File: src/hdl/assert_macros.svh
// Assertion macros used by the deque top level.
// No dependencies; each macro expects i_clk and i_rst_n in scope.
`ifndef ASSERT_MACROS_SVH
`define ASSERT_MACROS_SVH

// Same-cycle implication, checked out of reset
`define ASSERT_IMP(label, ante, cons) \
    label: assert property (@(posedge i_clk) disable iff (!i_rst_n) (ante) |-> (cons)) \
        else $error("deque assertion failed");

// Next-cycle implication, checked out of reset
`define ASSERT_NEXT(label, ante, cons) \
    label: assert property (@(posedge i_clk) disable iff (!i_rst_n) (ante) |=> (cons)) \
        else $error("deque assertion failed");

`endif

File: src/hdl/deq_pkg.sv
// Types and constants for the double-ended queue.
// No dependencies; used by the deque top level, controller and datapath.
package deq_pkg;

    localparam int DEQ_DEPTH  = 32;
    localparam int DEQ_WORD_W = 32;

    typedef enum logic [2:0] {
        CMD_PUSH_FRONT = 3'd0,
        CMD_PUSH_BACK  = 3'd1,
        CMD_POP_FRONT  = 3'd2,
        CMD_POP_BACK   = 3'd3,
        CMD_LIST_FWD   = 3'd4,
        CMD_LIST_BWD   = 3'd5
    } t_cmd_code;

    typedef enum logic [1:0] {
        ST_OK    = 2'd0,
        ST_EMPTY = 2'd1,
        ST_FULL  = 2'd2
    } t_status;

    typedef enum logic {
        S_IDLE = 1'b0,
        S_LIST = 1'b1
    } t_state;

    typedef struct packed {
        logic [2:0]                   command;
        logic signed [DEQ_WORD_W-1:0] value;
    } t_in_item;

    typedef struct packed {
        t_status                      status;
        logic signed [DEQ_WORD_W-1:0] element;
        logic                         has_element;
        logic                         last;
    } t_out_item;

    // controller -> datapath
    typedef struct packed {
        logic    ins_front;
        logic    ins_back;
        logic    del_front;
        logic    del_back;
        logic    list_start;
        logic    list_back;
        logic    list_step;
        logic    res_valid;
        t_status res_status;
    } t_dp_cmd;

    // datapath -> controller
    typedef struct packed {
        logic empty;
        logic full;
        logic walk_last;
    } t_dp_stat;

endpackage

File: src/hdl/double_ended_queue.sv
// Top level of the bounded double-ended queue of signed 32-bit words.
// Depends on deq_pkg, deq_ctrl, deq_datapath (and deq_ram), assert_macros.svh.
//
//  channel   handshake               payload     direction
//  command   i_start / o_busy        i_cmd       in   (taken when i_start && !o_busy)
//  result    o_strobe (one cycle)    o_result    out  (taken at the end of that cycle)
//
// Push and pop: one item per cycle while not busy, result in the cycle after acceptance.
// List of n > 0 entries: busy after acceptance until all n are read (one store read per
// cycle through the single RAM read port), each result in the cycle after its read.
// List of an empty queue: one result, like a pop.
// Synchronous active-low reset empties the queue; store contents stay undefined.
// Results cannot be held off by the receiver.
`include "assert_macros.svh"

module double_ended_queue import deq_pkg::*; #(
    parameter int DEPTH = DEQ_DEPTH
) (
    input  logic      i_clk,
    input  logic      i_rst_n,
    input  logic      i_start,
    output logic      o_busy,
    input  t_in_item  i_cmd,
    output logic      o_strobe,
    output t_out_item o_result
);

    t_dp_cmd  dp_cmd;
    t_dp_stat dp_stat;

    deq_ctrl u_ctrl (
        .i_clk     (i_clk),
        .i_rst_n   (i_rst_n),
        .i_start   (i_start),
        .i_command (i_cmd.command),
        .i_stat    (dp_stat),
        .o_busy    (o_busy),
        .o_cmd     (dp_cmd)
    );

    deq_datapath #(
        .DEPTH (DEPTH)
    ) u_dp (
        .i_clk    (i_clk),
        .i_rst_n  (i_rst_n),
        .i_cmd    (dp_cmd),
        .i_value  (i_cmd.value),
        .o_stat   (dp_stat),
        .o_strobe (o_strobe),
        .o_result (o_result)
    );

    // during a walk only listed elements come out
    `ASSERT_IMP(a_walk_elements, o_busy && o_strobe, o_result.has_element)
    // an item without an element is always the only one of its command
    `ASSERT_IMP(a_status_single, o_strobe && !o_result.has_element, o_result.last)
    // listed elements carry an ok status
    `ASSERT_IMP(a_element_ok, o_strobe && o_result.has_element, o_result.status == ST_OK)
    // push and pop answer in the next cycle with a single item
    `ASSERT_NEXT(a_pushpop_answer, i_start && !o_busy && (i_cmd.command == CMD_PUSH_FRONT ||
        i_cmd.command == CMD_PUSH_BACK || i_cmd.command == CMD_POP_FRONT ||
        i_cmd.command == CMD_POP_BACK), o_strobe && o_result.last && !o_result.has_element)

endmodule

File: src/hdl/deq_ram.sv
// Generic single-write, single-read RAM with registered read data.
// No dependencies.
module deq_ram #(
    parameter int WIDTH = 32,
    parameter int DEPTH = 32
) (
    input  logic                     i_clk,
    input  logic                     i_we,
    input  logic [$clog2(DEPTH)-1:0] i_waddr,
    input  logic [WIDTH-1:0]         i_wdata,
    input  logic [$clog2(DEPTH)-1:0] i_raddr,
    output logic [WIDTH-1:0]         o_rdata
);

    logic [WIDTH-1:0] r_mem [DEPTH];
    logic [WIDTH-1:0] r_rdata;

    always_ff @(posedge i_clk) begin
        if (i_we) begin
            r_mem[i_waddr] <= i_wdata;
        end
        r_rdata <= r_mem[i_raddr];
    end

    assign o_rdata = r_rdata;

endmodule

File: src/hdl/deq_datapath.sv
// Deque datapath: ring pointers, listing walk counters, store RAM, result registers.
// Depends on deq_pkg and deq_ram.
module deq_datapath import deq_pkg::*; #(
    parameter int DEPTH = DEQ_DEPTH
) (
    input  logic      i_clk,
    input  logic      i_rst_n,
    input  t_dp_cmd   i_cmd,
    input  logic signed [DEQ_WORD_W-1:0] i_value,
    output t_dp_stat  o_stat,
    output logic      o_strobe,
    output t_out_item o_result
);

    localparam int AW = $clog2(DEPTH);
    localparam int CW = $clog2(DEPTH + 1);
    localparam logic [AW:0]   DEPTH_S = (AW + 1)'(DEPTH);
    localparam logic [CW-1:0] DEPTH_C = CW'(DEPTH);
    localparam logic [AW-1:0] LAST_POS = AW'(DEPTH - 1);

    // (a + b) mod DEPTH for a, b below DEPTH
    function automatic logic [AW-1:0] ring_add(input logic [AW-1:0] a,
                                               input logic [AW-1:0] b);
        logic [AW:0] s;
        s = {1'b0, a} + {1'b0, b};
        if (s >= DEPTH_S) begin
            s = s - DEPTH_S;
        end
        return s[AW-1:0];
    endfunction

    logic [AW-1:0] r_front, n_front;
    logic [CW-1:0] r_occ, n_occ;
    logic [AW-1:0] r_off, n_off;
    logic [CW-1:0] r_left, n_left;
    logic          r_back, n_back;
    logic          r_res_valid;
    t_status       r_res_status;
    logic          r_rd_valid;
    logic          r_rd_last;

    logic                  ram_we;
    logic [AW-1:0]         ram_waddr;
    logic [AW-1:0]         ram_raddr;
    logic [DEQ_WORD_W-1:0] ram_rdata;
    logic [AW-1:0]         front_dec;

    assign front_dec = (r_front == '0) ? LAST_POS : r_front - 1'b1;

    // pointer and walk updates
    always_comb begin
        n_front   = r_front;
        n_occ     = r_occ;
        n_off     = r_off;
        n_left    = r_left;
        n_back    = r_back;
        ram_we    = 1'b0;
        ram_waddr = ring_add(r_front, r_occ[AW-1:0]);
        if (i_cmd.ins_front) begin
            n_front   = front_dec;
            ram_we    = 1'b1;
            ram_waddr = front_dec;
            n_occ     = r_occ + 1'b1;
        end
        if (i_cmd.ins_back) begin
            ram_we = 1'b1;
            n_occ  = r_occ + 1'b1;
        end
        if (i_cmd.del_front) begin
            n_front = ring_add(r_front, AW'(1));
            n_occ   = r_occ - 1'b1;
        end
        if (i_cmd.del_back) begin
            n_occ = r_occ - 1'b1;
        end
        if (i_cmd.list_start) begin
            n_back = i_cmd.list_back;
            n_left = r_occ;
            n_off  = i_cmd.list_back ? AW'(r_occ - 1'b1) : '0;
        end
        if (i_cmd.list_step) begin
            n_left = r_left - 1'b1;
            n_off  = r_back ? r_off - 1'b1 : r_off + 1'b1;
        end
    end

    assign ram_raddr = ring_add(r_front, r_off);

    always_ff @(posedge i_clk) begin
        if (!i_rst_n) begin
            r_front     <= '0;
            r_occ       <= '0;
            r_left      <= '0;
            r_res_valid <= 1'b0;
            r_rd_valid  <= 1'b0;
        end else begin
            r_front     <= n_front;
            r_occ       <= n_occ;
            r_left      <= n_left;
            r_res_valid <= i_cmd.res_valid;
            r_rd_valid  <= i_cmd.list_step;
        end
    end

    // payload registers
    always_ff @(posedge i_clk) begin
        r_off        <= n_off;
        r_back       <= n_back;
        r_res_status <= i_cmd.res_status;
        r_rd_last    <= (r_left == CW'(1));
    end

    deq_ram #(
        .WIDTH (DEQ_WORD_W),
        .DEPTH (DEPTH)
    ) u_ram (
        .i_clk   (i_clk),
        .i_we    (ram_we),
        .i_waddr (ram_waddr),
        .i_wdata (i_value),
        .i_raddr (ram_raddr),
        .o_rdata (ram_rdata)
    );

    // status to the controller
    assign o_stat.empty     = (r_occ == '0);
    assign o_stat.full      = (r_occ == DEPTH_C);
    assign o_stat.walk_last = (r_left == CW'(1));

    // result item: listed element or status answer, never both in one cycle
    assign o_strobe             = r_rd_valid | r_res_valid;
    assign o_result.status      = r_rd_valid ? ST_OK : r_res_status;
    assign o_result.element     = r_rd_valid ? ram_rdata : '0;
    assign o_result.has_element = r_rd_valid;
    assign o_result.last        = r_rd_valid ? r_rd_last : 1'b1;

endmodule

File: src/hdl/deq_ctrl.sv
// Deque controller: decodes commands and sequences the listing walk.
// Depends on deq_pkg.
module deq_ctrl import deq_pkg::*; (
    input  logic       i_clk,
    input  logic       i_rst_n,
    input  logic       i_start,
    input  logic [2:0] i_command,
    input  t_dp_stat   i_stat,
    output logic       o_busy,
    output t_dp_cmd    o_cmd
);

    t_state r_state, n_state;
    logic   accept;

    assign accept = i_start && (r_state == S_IDLE);

    // next state
    always_comb begin
        n_state = r_state;
        case (r_state)
            S_IDLE: begin
                if (accept && !i_stat.empty &&
                    (i_command == CMD_LIST_FWD || i_command == CMD_LIST_BWD)) begin
                    n_state = S_LIST;
                end
            end
            S_LIST: begin
                if (i_stat.walk_last) begin
                    n_state = S_IDLE;
                end
            end
            default: n_state = S_IDLE;
        endcase
    end

    always_ff @(posedge i_clk) begin
        if (!i_rst_n) begin
            r_state <= S_IDLE;
        end else begin
            r_state <= n_state;
        end
    end

    // outputs
    always_comb begin
        o_cmd            = '0;
        o_cmd.res_status = ST_OK;
        o_busy           = 1'b0;
        case (r_state)
            S_IDLE: begin
                if (accept) begin
                    case (i_command)
                        CMD_PUSH_FRONT, CMD_PUSH_BACK: begin
                            o_cmd.res_valid = 1'b1;
                            if (i_stat.full) begin
                                o_cmd.res_status = ST_FULL;
                            end else begin
                                o_cmd.ins_front = (i_command == CMD_PUSH_FRONT);
                                o_cmd.ins_back  = (i_command == CMD_PUSH_BACK);
                            end
                        end
                        CMD_POP_FRONT, CMD_POP_BACK: begin
                            o_cmd.res_valid = 1'b1;
                            if (i_stat.empty) begin
                                o_cmd.res_status = ST_EMPTY;
                            end else begin
                                o_cmd.del_front = (i_command == CMD_POP_FRONT);
                                o_cmd.del_back  = (i_command == CMD_POP_BACK);
                            end
                        end
                        CMD_LIST_FWD, CMD_LIST_BWD: begin
                            if (i_stat.empty) begin
                                o_cmd.res_valid  = 1'b1;
                                o_cmd.res_status = ST_EMPTY;
                            end else begin
                                o_cmd.list_start = 1'b1;
                                o_cmd.list_back  = (i_command == CMD_LIST_BWD);
                            end
                        end
                        default: ;  // undefined command: no effect, no item
                    endcase
                end
            end
            S_LIST: begin
                o_busy          = 1'b1;
                o_cmd.list_step = 1'b1;
            end
            default: o_busy = 1'b0;
        endcase
    end

endmodule
File: config.mk
export PLATFORM = sky130hd
export DESIGN_NAME = double_ended_queue
export DESIGN_NICKNAME = d
export VERILOG_FILES = /design/src/hdl/deq_pkg.sv /design/src/hdl/double_ended_queue.sv /design/src/hdl/deq_ram.sv /design/src/hdl/deq_datapath.sv /design/src/hdl/deq_ctrl.sv
export VERILOG_INCLUDE_DIRS = /design/src /design/src/hdl
export SDC_FILE = /design/constraint.sdc
export NUM_CORES = 1
export LEC_CHECK = 0
export BUFFER_PORTS_ARGS = -buffer_cell sky130_fd_sc_hd__buf_4
export CORE_MARGIN = 10
export CORE_UTILIZATION = 30
export CTS_CLUSTER_DIAMETER = 120
export DETAILED_ROUTE_END_ITERATION = 6
export HOLD_SLACK_MARGIN = 0.05
export PLACE_DENSITY = 0.42
export SETUP_SLACK_MARGIN = 0.15
export SLEW_MARGIN = 20
export SYNTH_ARGS = -nofsm -noshare
export SYNTH_HDL_FRONTEND = slang
export SYNTH_SLANG_ARGS = --single-unit
File: constraint.sdc
create_clock -name i_clk -period 9.06 [get_ports i_clk]
set_input_delay 0.453 -clock i_clk [delete_from_list [all_inputs] [get_ports i_clk]]
set_output_delay 0.453 -clock i_clk [all_outputs]
set_load 0.05 [all_outputs]
== Word-level counts from Yosys, hierarchy flattened ==
Memory sizes are Yosys's and may differ from the RTL's. A register that Yosys moved wholly into a read port is not among the register bits.
Index checks and enable logic that the tools add are counted.

* Equality and inequality tests: 7
* $add $sub $neg: 12
* Reductions and logical operators: 16
* Multiplexer cells: 40
* Bitwise logic cells: 4
* Magnitude comparators: 3

{| class="wikitable"
|+ Operators with widths
! kind !! number
|-
| $mux 5 || 11
|-
| $mux 6 || 8
|-
| $mux 32 || 1
|-
| $sub 5x1->5 const B || 5
|-
| $ge 6x6->1 const B || 3
|-
| $mux 2 || 8
|-
| $add 5x5->6 || 2
|-
| $sub 6x1->6 const B || 2
|-
| $mux 1 || 9
|-
| $pmux 3 s3 || 1
|-
| $reduce_or 2->1 || 4
|-
| $add 5x1->6 const B || 1
|-
| $add 6x1->6 const B || 1
|-
| $eq 3x2->1 const B || 2
|-
| $eq 3x3->1 const B || 2
|-
| $eq 6x1->1 const B || 1
|-
| $eq 6x6->1 const B || 1
|-
| $logic_not 6->1 || 1
|-
| $add 5x1->5 const B || 1
|-
| $logic_not 5->1 || 1
|-
| $reduce_bool 2->1 || 2
|-
| $reduce_bool 4->1 || 1
|-
| $eq 3x1->1 const B || 1
|-
| $logic_and 1x1->1 || 3
|-
| other kinds (8) || 10
|}

* Memories kept: 1
* RAM bits: 1024
* Input bits: 38
* Output and inout bits: 38
* Bits in registers: 29
* Logic and storage cells: 93

{| class="wikitable"
|+ Memory list
! name !! depth !! width !! read ports !! clocked after Yosys merged registers in !! write ports !! RTL line !! text
|-
| u_dp.u_ram.r_mem || 32 || 32 || 1 || 1 || 1 || deq_ram.sv:15 || <nowiki>logic [WIDTH-1:0] r_mem [DEPTH];</nowiki>
|}

== Logic depth before layout (Yosys ltp) ==
* Word-level depth: 9
* Mapped depth: 11
* Gate-level depth less buffers: 9

== Cells and area by module ==
Synthesis repeated with hierarchy kept, for this count alone.

* Cell total of the unflattened synthesis: 2543
* Area total of the unflattened synthesis: 42871.1 um^2

{| class="wikitable"
|+ By module, submodules not included
! module !! cells an instance !! area each (um^2) !! sequential area each (um^2) !! instances
|-
| deq_ram || 2260 || 40485.1 || 31390.1 || 1
|-
| deq_datapath || 259 || 2217.1 || 620.6 || 1
|-
| deq_ctrl || 24 || 168.9 || 20.0 || 1
|}

== Worst setup path before layout ==
No wires, ideal clock.

* Path type: register -> register
* Start: register u_ctrl.r_state
* End: memory u_dp.u_ram.r_mem[24][0] (enable)
* Arrival time: 5.876 ns
* Path buffers: 2
* Required time: 8.547 ns
* Stages on the path, launching flop included: 8
* Setup slack: 2.671 ns
* Period minus slack after synthesis: 6.389 ns
* Setup time: 0.513 ns
* Cells stage by stage: dfxtp_1 buf_6 or4b_1 buf_2 a211oi_4 mux2i_1 nand2_1 nor4b_1

* Longest elaborated chain between the ends: 8
* Elaborated cells between the ends (all ways): 9
* Classes of those cells: 7 x mux; 1 x bitwise; 1 x reduce/logical

{| class="wikitable"
|+ Ends and longest elaborated chain
! what !! RTL line !! text
|-
| start, declared || deq_ctrl.sv:13 || <nowiki>t_state r_state, n_state;</nowiki>
|-
| start signal, assigned || deq_ctrl.sv:41 || <nowiki>r_state <= n_state;</nowiki>
|-
| $not 1->1 || - ||
|-
| $logic_and 1x1->1 || deq_ctrl.sv:16 || <nowiki>assign accept = i_start && (r_state == S_IDLE);</nowiki>
|-
| $mux 6 || deq_ctrl.sv:52 || <nowiki>if (accept) begin</nowiki>
|-
| $mux 6 (*) || deq_ctrl.sv:50 || <nowiki>case (r_state)</nowiki>
|-
| $mux 1 || deq_datapath.sv:59 || <nowiki>if (i_cmd.ins_front) begin</nowiki>
|-
| $mux 1 || deq_datapath.sv:65 || <nowiki>if (i_cmd.ins_back) begin</nowiki>
|-
| $mux 1 || deq_ram.sv:19 || <nowiki>if (i_we) begin</nowiki>
|-
| $mux 1 (not written as such) || deq_ram.sv:20 || <nowiki>r_mem[i_waddr] <= i_wdata;</nowiki>
|-
| end, declared || deq_ram.sv:15 ||
|}

Every way passes the cells marked *; elsewhere a longest branch is shown, timed or not.

== Final worst setup path ==
* Start: register u_dp.r_occ[0]
* End: memory u_dp.u_ram.r_mem[16][6] (enable)

* Longest elaborated chain between the ends: 9
* Elaborated cells between the ends (all ways): 14
* Classes of those cells: 2 x add/sub; 1 x order compare; 1 x eq/ne; 10 x mux

{| class="wikitable"
|+ Ends and longest elaborated chain
! what !! RTL line !! text
|-
| start, declared || deq_datapath.sv:33 || <nowiki>logic [CW-1:0] r_occ, n_occ;</nowiki>
|-
| start signal, assigned || deq_datapath.sv:98 || <nowiki>r_occ <= n_occ;</nowiki>
|-
| branches (longest 9 deep; another with $add 5x5->6) || - ||
|}

Several ways; the timed one is not identified.

==> flow_summary.ini <==
[finish]
layout-drive-gt1-share = 0.120
nNetsFinal = 2951
synthToLayoutAreaGrowth_pct = 15.1
fin_util = 0.348
design_area_sq_um = 51300

[yosys]
synth_edf_count = 1030
yosysTopAreaCell = edfxtp_1
ys_seq_elements = 1085
synth.avg_cell_area_sq_um = 15.5
synth-seq-area-share = 0.718
yosys.cell_types.count = 69
synth.most_common_cell = edfxtp_1
synth_area_sq_um = 44600
yosys-top-cells-count = edfxtp_1 (1030), nor2b_1 (511), a2111oi_0 (496)
synth.top_cell.area_share = 0.694
synth_nets = 2940
postSynth.asyncResetShare = 0
ys.flop_type = edfxtp_1
ys_top_cells_by_area = edfxtp_1 (69%), a2111oi_0 (9.7%), nor2b_1 (7.2%)
synth_cells = 2882
yosysWarnings = 0

[clocking]
cts_tree = built
htreeDepth = 3
cts_made_buffers = 116
root_buffer = clkbuf_16
cts_buffer_depth = 3
path_clk_slew_ns = 0.06
post_cts_buffers = 0
worstSkewPairLatency_ns = 0.72
cts.repair.resized = 0
clock_sinks = 1085

[route]
first_iter_violations = 1863
drc = 0
ant_nets = 0
totalWireLength_um = 133000
firstDrtPassIters = 5
drt-wirelength-per-cell_um = 27.0
drt-vias-per-instance = 5.24
vias = 25834

[sta]
rsz0062_at_grt = false
setup_viol = 0
finalHoldViolations = 0
tns_ns = 0
maxSlewHeadroom = 0.257
setup_ws_ns = 4.40
fin_crit_ns = 4.66
tightest_slew_ns = 1.11
period_share = 0.514
finalMaxSlewViolations = 0
max_freq_mhz = 215
skew_ns = 0.0219
worst_hold_slack_ns = 0.130

[critical_path]
cp_slowest_cell = nor2b_4
critPathMaxFanout = 18
crit_type = reg2reg
startpoint_type = flop
regToRegSetupSlack_ns = 4.40
path_buf_inv = 2
path_delay_family = simple AND/OR/NAND/NOR gates
crit_required_ns = 9.41
cp.arrival_ns = 5.01
endpoint_kind = flop
critical_path.max_stage_delay_ns = 0.86
path_cells = inv_1 > ha_1 > nor4b_4 > a211oi_4 > mux2i_1 > nand2_1 > nor2b_4 > buf_4

[placement]
placed_area_sq_um = 47500
numPortBuffers = 75
dpl_worst_slack_ns = 4.25
place_congestion = 0.744
dpl.hpwl_um = 65900

[grt]
grt_use_total = 0.157
grt_pass1_vias = 26049
antenna_found_initial = 8
grt_pass1_wl_um = 190000
grt_max_degree = 253
grt-ovfl-total = 0

[run]
cap_violations = 0

[pwr]
vdd_drop_max_v = 0.000149
power.density_nw_per_um2 = 239
p_leak_uw = 0.0155

[floorplan]
initial_core_util = 0.302
rows = 141
dieArea_sq_um = 164000
die-width_um = 406
die_h_um = 406
coreArea_sq_um = 148000
pin_count = 76

[status]
status = finished, final reports clean

[hold_path]
hold_path.class = in2reg
## worst reg2reg max path, cell delays in order, from the launching register on
cell and delay [ns]:
dfxtp_1 0.52, inv_1 0.15, ha_1 0.29, nor4b_4 0.19
a211oi_4 0.51, mux2i_1 0.65, nand2_1 0.56, nor2b_4 0.87
buf_4 0.54
## logic make-up after synthesis
family,count (synthesis),synth area share
xor+xnor,21,0.00412
buf+inv,270,0.0232
mux,118,0.0267
fa+ha+maj,20,0.00612
compound gates,569,0.109
simple gates,799,0.112
flops,1085,0.718
## path summary, 6_finish.rpt
path                  start                       end  depth (start not counted)
max           u_dp.r_occ[0]   u_dp.u_ram.r_mem[16][6]                          8
min               i_cmd[19]  u_dp.u_ram.r_mem[19][19]                          1
max reg2reg   u_dp.r_occ[0]   u_dp.u_ram.r_mem[16][6]                          8
min reg2reg  u_dp.r_left[5]            u_dp.r_rd_last                          1
## state kept, by name, summed over array words and instances, names as in the netlist
signal and flops:
u_dp.r_occ 6, u_dp.r_back 1, u_dp.r_rd_valid 1, u_dp.r_rd_last 1, u_dp.r_off 5, u_dp.u_ram.o_rdata 32
u_dp.r_front 5, u_dp.r_left 6, u_dp.r_res_status 2, u_dp.r_res_valid 1, u_ctrl.r_state 1, u_dp.u_ram.r_mem 1024
## final cells by class
cell class	count	area, sq um
Antenna cell	2	5.00
Clock buffer	160	3210
Clock inverter	59	588
Fill cell	13935	96300
Inverter	19	83.8
Multi-Input combinational cell	1527	11800
Sequential cell	1085	32000
Tap cell	1930	2410
Timing Repair Buffer	144	1180
## report_power, final
| group | leakage (uW) | total [uW] | internal [uW] | switching (uW) |
|---|---|---|---|---|
| Sequential | 0.00972 | 5680 | 5610 | 74.2 |
| Clock | 0.00185 | 4740 | 2780 | 1960 |
| Combinational | 0.00395 | 1840 | 539 | 1300 |
| Total | 0.0155 | 12300 | 8930 | 3340 |
## stage by stage
| step | power (uW) | std cells |
|---|---|---|
| after CTS | 12400 | 4924 |
| after global placement | 7630 | 4699 |
| after floorplan | 6930 | 2882 |
| final | 12300 | 4926 |
| after detailed placement | 7650 | 4701 |
| after global routing | 12800 | 4924 |
## what timing repair did
| item | 4_1_cts | 5_1_grt |
|---|---|---|
| hold buffers | 4 | 0 |
| endpoints found under the setup margin | 0 | 0 |
| endpoints found under the hold margin | 3 | 0 |
## per-layer routing
metal  track usage  share of wire
met1         0.206           0.45
met2         0.266           0.49
met3        0.0277          0.041
met4        0.0442          0.022
met5             0        0.00054
## cell usage in the layout, fill, tap and decap left out, drive strengths merged, types with 4 or more instances in the layout
master / instances
xor2: 9
nor2: 19
o21ai: 15
edfxtp: 1030
clkinv: 44
and2: 36
a2111oi: 497
nand3: 24
inv: 19
clkbuf: 160
nand2b: 9
or2: 4
ha: 17
mux2i: 115
and4: 4
clkinvlp: 4
nor3: 13
a21o: 5
buf: 140
dlygate4sd3: 4
a21boi: 5
o22ai: 6
nor2b: 511
nor3b: 7
bufinv: 11
xnor2: 12
nand2: 18
dfxtp: 55
a21oi: 14
nor4: 133
a211oi: 4
nand4: 5
Power figures use the tool's default switching activity.
